File: src/design/gne_pkg.sv
`timescale 1ns / 1ps

package gne_pkg;

  localparam int unsigned DEF_MAX_COLS = 64;
  localparam int unsigned DEF_MAX_ROWS = 64;

  localparam int unsigned COORD_W   = 7;
  localparam int unsigned CELL_W    = 6;
  localparam int unsigned NODE_W    = 12;
  localparam int unsigned COST_W    = 8;
  localparam int unsigned CFG_IDX_W = 8;
  localparam int unsigned CFG_DAT_W = 7;
  localparam int unsigned IN_DATA_W  = 16;
  localparam int unsigned OUT_DATA_W = 24;

  localparam logic [COST_W-1:0] COST_ORTHO = 8'd100;
  localparam logic [COST_W-1:0] COST_DIAG  = 8'd141;

  localparam logic OP_EXPAND = 1'b0;
  localparam logic OP_SET    = 1'b1;

  localparam logic [CFG_IDX_W-1:0] CFG_IDX_WIDTH  = 8'd0;
  localparam logic [CFG_IDX_W-1:0] CFG_IDX_HEIGHT = 8'd1;

  localparam logic [CFG_DAT_W-1:0] GRID_SIZE_RST = 7'd64;

  typedef struct packed {
    logic [COORD_W-1:0] row;
    logic [COORD_W-1:0] col;
    logic               use_width;
  } mac_req_t;

  typedef struct packed {
    logic signed [1:0] dx;
    logic signed [1:0] dy;
  } step_t;

  function automatic step_t cand_step(input logic [2:0] k);
    step_t s;
    case (k)
      3'd0:    begin s.dx = 2'sb01; s.dy = 2'sb00; end
      3'd1:    begin s.dx = 2'sb00; s.dy = 2'sb01; end
      3'd2:    begin s.dx = 2'sb11; s.dy = 2'sb00; end
      3'd3:    begin s.dx = 2'sb00; s.dy = 2'sb11; end
      3'd4:    begin s.dx = 2'sb01; s.dy = 2'sb01; end
      3'd5:    begin s.dx = 2'sb11; s.dy = 2'sb01; end
      3'd6:    begin s.dx = 2'sb11; s.dy = 2'sb11; end
      3'd7:    begin s.dx = 2'sb01; s.dy = 2'sb11; end
      default: begin s.dx = 2'sb00; s.dy = 2'sb00; end
    endcase
    return s;
  endfunction

endpackage

File: src/design/gne_mac.sv
`timescale 1ns / 1ps

module gne_mac
  import gne_pkg::*;
#(
  parameter int unsigned MAX_COLS = DEF_MAX_COLS,
  parameter int unsigned OW       = 7,
  parameter int unsigned PW       = 15
) (
  input  mac_req_t        req_i,
  input  logic [OW-1:0]   grid_w_i,
  output logic [PW-1:0]   res_o
);

  logic [OW-1:0] mult;

  assign mult  = req_i.use_width ? grid_w_i : OW'(MAX_COLS);
  assign res_o = PW'(req_i.row) * PW'(mult) + PW'(req_i.col);

endmodule

File: config.mk
export PLATFORM = sky130hd
export DESIGN_NAME = gne_mac
export DESIGN_NICKNAME = d
export VERILOG_FILES = /design/src/design/gne_pkg.sv /design/src/design/gne_mac.sv
export SDC_FILE = /design/constraint.sdc
export NUM_CORES = 1
export LEC_CHECK = 0
export ABC_CLOCK_PERIOD_IN_PS = 9100
export BUFFER_PORTS_ARGS = -buffer_cell sky130_fd_sc_hd__buf_4
export CORE_UTILIZATION = 50
export DETAILED_ROUTE_END_ITERATION = 8
export MAX_ROUTING_LAYER = met4
export PLACE_DENSITY = 0.83
export SYNTH_ARGS = -nofsm -noshare
export SYNTH_HDL_FRONTEND = slang
export SYNTH_SLANG_ARGS = --single-unit
File: constraint.sdc
create_clock -name vclk -period 9.1
set_input_delay 0.91 -clock vclk [all_inputs]
set_output_delay 0.91 -clock vclk [all_outputs]
set_load 0.01 [all_outputs]
After elaboration in Yosys (flattened, before gate mapping)
Cells that the tools add are included.
- $add $sub $neg: 1
- multipliers: 1
- muxes and demuxes: 1
- operators with widths (operator ; number):
    adder 14 x 7 -> 15 bit ; 1
    multiplier 7 x 7 -> 14 bit ; 1
    two-way mux 7 bit ; 1
- bits in registers: 0
- input bits: 22
- logic and storage cells: 3

Depth between registers and ports, before layout
- depth after elaboration: 3
- gate-level depth with buffers: 16
- mapped depth without buffers: 15

Worst setup path before layout
Ideal clock, no wire load.
- path kind: input to output
- start point: in req_i[0] (netlist name)
- end point: out res_o[14]
- data arrival time: 4.786 ns
- path slack: 3.404 ns
- stages on the path: 14
- path buffers: 1
- cell sequence: clkbuf_1 > nand3_1 > fa_1 > fa_1 > inv_1 > fa_1 > inv_1 > fa_1 > inv_1 > ha_1 > a21o_1 > a21oi_1 > nand2_1 > o311ai_1
- longest elaborated chain between the ends: 3
- RTL lines (element ; RTL line ; source):
    start, declared ; gne_mac.sv:10 ; input mac_req_t req_i,
    two-way mux 7 bit ; gne_mac.sv:17 ; assign mult = req_i.use_width ? grid_w_i : OW'(MAX_COLS);
    multiplier 7 x 7 -> 14 bit ; gne_mac.sv:18 ; assign res_o = PW'(req_i.row) * PW'(mult) + PW'(req_i.col);
    adder 14 x 7 -> 15 bit ; gne_mac.sv:18 ;
    end, declared ; gne_mac.sv:12 ; output logic [PW-1:0] res_o
Every way passes these cells.

Final worst setup path
Ends and elaborated chain as after synthesis.

==> run_summary.xml <==
<?xml version="1.0" encoding="UTF-8"?>
<metrics>
  <group name="yosys">
    <metric name="post_synthesis_net_count" unit="">322</metric>
    <metric name="synth.cells.most_frequent" unit="">51 x sky130_fd_sc_hd__inv_1, 38 x sky130_fd_sc_hd__ha_1, 31 x sky130_fd_sc_hd__fa_1</metric>
    <metric name="synth.distinct_cells" unit="">32</metric>
    <metric name="synthDominantCellAreaShare" unit="%">31.5</metric>
    <metric name="yosys-top-cells-area" unit="">sky130_fd_sc_hd__fa_1 32%, sky130_fd_sc_hd__ha_1 24%, sky130_fd_sc_hd__inv_1 9.7%</metric>
    <metric name="yosys.cell_count.top_type" unit="">sky130_fd_sc_hd__inv_1</metric>
    <metric name="netlist.top_cell.by_area" unit="">sky130_fd_sc_hd__fa_1</metric>
    <metric name="sequential_fraction_of_the_synthesis_area" unit="%">0</metric>
    <metric name="yosysWarnings" unit="">0</metric>
    <metric name="syn-mean-instance-area" unit="um2">8.52</metric>
    <metric name="syn_area" unit="mm2">0.00197</metric>
    <metric name="synthesis.instances" unit="">231</metric>
  </group>
  <group name="power">
    <metric name="p_leak" unit="nW">1.33</metric>
    <metric name="power-per-cell-area" unit="mW/mm2">126</metric>
    <metric name="share_clk_of_total_power" unit="%">0</metric>
    <metric name="comb_power_share" unit="%">100.0</metric>
    <metric name="ir_worst_vdd" unit="mV">0.106</metric>
    <metric name="p_int" unit="uW">136</metric>
    <metric name="power.switching_fraction" unit="%">53.0</metric>
    <metric name="power_switching" unit="uW">153</metric>
    <metric name="seqPwrFrac" unit="%">0</metric>
  </group>
  <group name="routing">
    <metric name="avgRoutedWirePerCell" unit="um">12.8</metric>
    <metric name="drt-vias-per-instance" unit="">5.46</metric>
    <metric name="wirelength" unit="mm">3.98</metric>
    <metric name="detailedRoute.firstPassIterationCount" unit="">4</metric>
    <metric name="dr.first_iter.drc_count" unit="">63</metric>
    <metric name="dr_total_vias" unit="">1697</metric>
    <metric name="drc" unit="">0</metric>
    <metric name="drt.antenna.violating_nets" unit="">0</metric>
  </group>
  <group name="clock_network">
    <metric name="ctsHoldBuffers" unit="">0</metric>
    <metric name="post_cts_buffers" unit="">0</metric>
    <metric name="post_cts_resized" unit="">0</metric>
  </group>
  <group name="layout">
    <metric name="fin_util" unit="%">61.5</metric>
    <metric name="layout-drive-gt1-share" unit="%">15.2</metric>
    <metric name="nets" unit="">356</metric>
    <metric name="layout.sequential_cells" unit="">0</metric>
    <metric name="area_delta_synth_final" unit="%">16.1</metric>
    <metric name="n_clock_buffer" unit="">0</metric>
    <metric name="seq_area" unit="um2">0</metric>
    <metric name="diodes" unit="">0</metric>
  </group>
  <group name="sta">
    <metric name="drv_slew" unit="">0</metric>
    <metric name="period_share" unit="%">67.9</metric>
    <metric name="final_hold_viol_count" unit="">0</metric>
    <metric name="setup_violations" unit="">0</metric>
    <metric name="worst_slew_margin_rel" unit="%">77.9</metric>
    <metric name="max_clock_freq" unit="MHz">162</metric>
    <metric name="post_layout_min_period" unit="ps">6180</metric>
    <metric name="worst_slew_pin_slew" unit="ps">331</metric>
    <metric name="setup-tns-final" unit="ps">0</metric>
    <metric name="rsz_0062_raised_after_global_routing" unit="">false</metric>
  </group>
  <group name="die">
    <metric name="io_pins" unit="">37</metric>
    <metric name="die_x" unit="um">64.7</metric>
    <metric name="design.core.area" unit="mm2">0.00372</metric>
    <metric name="fp.dieH" unit="um">64.7</metric>
    <metric name="initial_core_util" unit="%">53.0</metric>
    <metric name="number_of_placement_rows" unit="">22</metric>
    <metric name="floorplan.die_area" unit="mm2">0.00419</metric>
  </group>
  <group name="worst_setup_path">
    <metric name="startpoint" unit="">req_i[0]</metric>
    <metric name="worst_setup_ep_type" unit="">output port</metric>
    <metric name="path_max_fanout" unit="">43</metric>
    <metric name="arrival" unit="ps">5270</metric>
    <metric name="crit_required" unit="ps">8190</metric>
    <metric name="criticalPathCategory" unit="">input pin to output port</metric>
    <metric name="endpoint" unit="">res_o[14]</metric>
    <metric name="critical_path.startpoint_type" unit="">input pin</metric>
  </group>
  <group name="grt">
    <metric name="groute.usage.overall" unit="%">20.8</metric>
    <metric name="antenna_found_initial" unit="">0</metric>
    <metric name="first_global_vias" unit="">1657</metric>
    <metric name="grt_max_degree" unit="">44</metric>
    <metric name="overall_overflow_remaining_after_global_route" unit="">0</metric>
    <metric name="grt_pass1_wl" unit="mm">6.88</metric>
  </group>
  <group name="placement">
    <metric name="dp_hpwl" unit="mm">3.47</metric>
    <metric name="gpl.final_weighted_congestion" unit="">0.866</metric>
    <metric name="number_of_port_buffers" unit="">37</metric>
  </group>
  <group name="flow_run">
    <metric name="maxCapViolCount" unit="">0</metric>
  </group>
  <group name="hold_path">
    <metric name="worst_hold_check_path_type" unit="">input pin to output port</metric>
  </group>
  <group name="run_status">
    <metric name="result_of_the_run" unit="">finished, final reports clean</metric>
  </group>
</metrics>
## placed cells by master (no fill, tap or decap), types with 3 or more instances in the layout
cell	count
sky130_fd_sc_hd__nand2b_1	3
sky130_fd_sc_hd__and3_1	25
sky130_fd_sc_hd__mux2i_1	3
sky130_fd_sc_hd__nor2_1	4
sky130_fd_sc_hd__nand3_1	21
sky130_fd_sc_hd__xnor2_1	7
sky130_fd_sc_hd__fa_1	31
sky130_fd_sc_hd__a21oi_1	8
sky130_fd_sc_hd__and2_1	3
sky130_fd_sc_hd__nand2_1	9
sky130_fd_sc_hd__ha_1	38
sky130_fd_sc_hd__buf_4	37
sky130_fd_sc_hd__inv_1	51
## routing by layer
layer	track usage, %	vias up	share of wire [%]
met2	40.0	25	55
met5	-	-	0
met1	25.4	838	43
li1	-	834	-
met4	0.556	0	0
met3	0.352	0	1.5
## metrics by stage
stage	setup WS (ps)	hold WS, ps	cells	power, mW	instance area (um2)
2_1_floorplan	3400	1970	231	0.192	1970
6_report	2920	2130	311	0.289	2290
3_5_place_dp	2910	2130	311	0.292	2290
5_1_grt	2670	2130	311	0.327	2290
4_1_cts	2910	2130	311	0.294	2290
3_3_place_gp	3040	2120	311	0.283	2290
## power groups by stage
stage               registers (mW)  logic [mW]  clock network [mW]
floorplan                        0       0.192                   0
global placement                 0       0.283                   0
detailed placement               0       0.292                   0
CTS                              0       0.294                   0
global route                     0       0.327                   0
finish                           0       0.289                   0
## cell families (layout without fill, tap and decap cells)
group,after synthesis,after routing,share of synthesized area [%]
simple gates,72,72,20.0
buf+inv,56,88,10.7
mux,3,3,1.53
xor+xnor,8,8,3.56
compound gates,23,23,8.46
fa+ha+maj,69,69,55.7
## worst min path at each step
stage / to / from / depth (start not counted)
2_1_floorplan: res_o[0] / req_i[1] / 1
3_5_place_dp: res_o[0] / req_i[1] / 3
3_3_place_gp: res_o[0] / req_i[1] / 3
6_report: res_o[0] / req_i[1] / 3
4_1_cts: res_o[0] / req_i[1] / 3
5_1_grt: res_o[0] / req_i[1] / 3
## worst max-delay path, cell delays in order
cell and delay [ps]:
sky130_fd_sc_hd__buf_4 220, sky130_fd_sc_hd__nand2b_1 250, sky130_fd_sc_hd__nand2_1 120, sky130_fd_sc_hd__fa_1 510, sky130_fd_sc_hd__fa_1 550, sky130_fd_sc_hd__inv_1 50
sky130_fd_sc_hd__fa_1 530, sky130_fd_sc_hd__inv_1 60, sky130_fd_sc_hd__fa_1 530, sky130_fd_sc_hd__inv_1 40, sky130_fd_sc_hd__ha_1 360, sky130_fd_sc_hd__a21o_1 200
sky130_fd_sc_hd__a21oi_1 280, sky130_fd_sc_hd__nand2_1 160, sky130_fd_sc_hd__o311ai_1 320, sky130_fd_sc_hd__buf_4 180
## cell type report
| cell class | count | area (um2) |
|---|---|---|
| repair buffers | 37 | 278 |
| inverters | 51 | 191 |
| multi-input cells | 175 | 1760 |
| well taps | 48 | 60.1 |
| fillers | 359 | 1430 |
(Power assumes the default switching activity.)
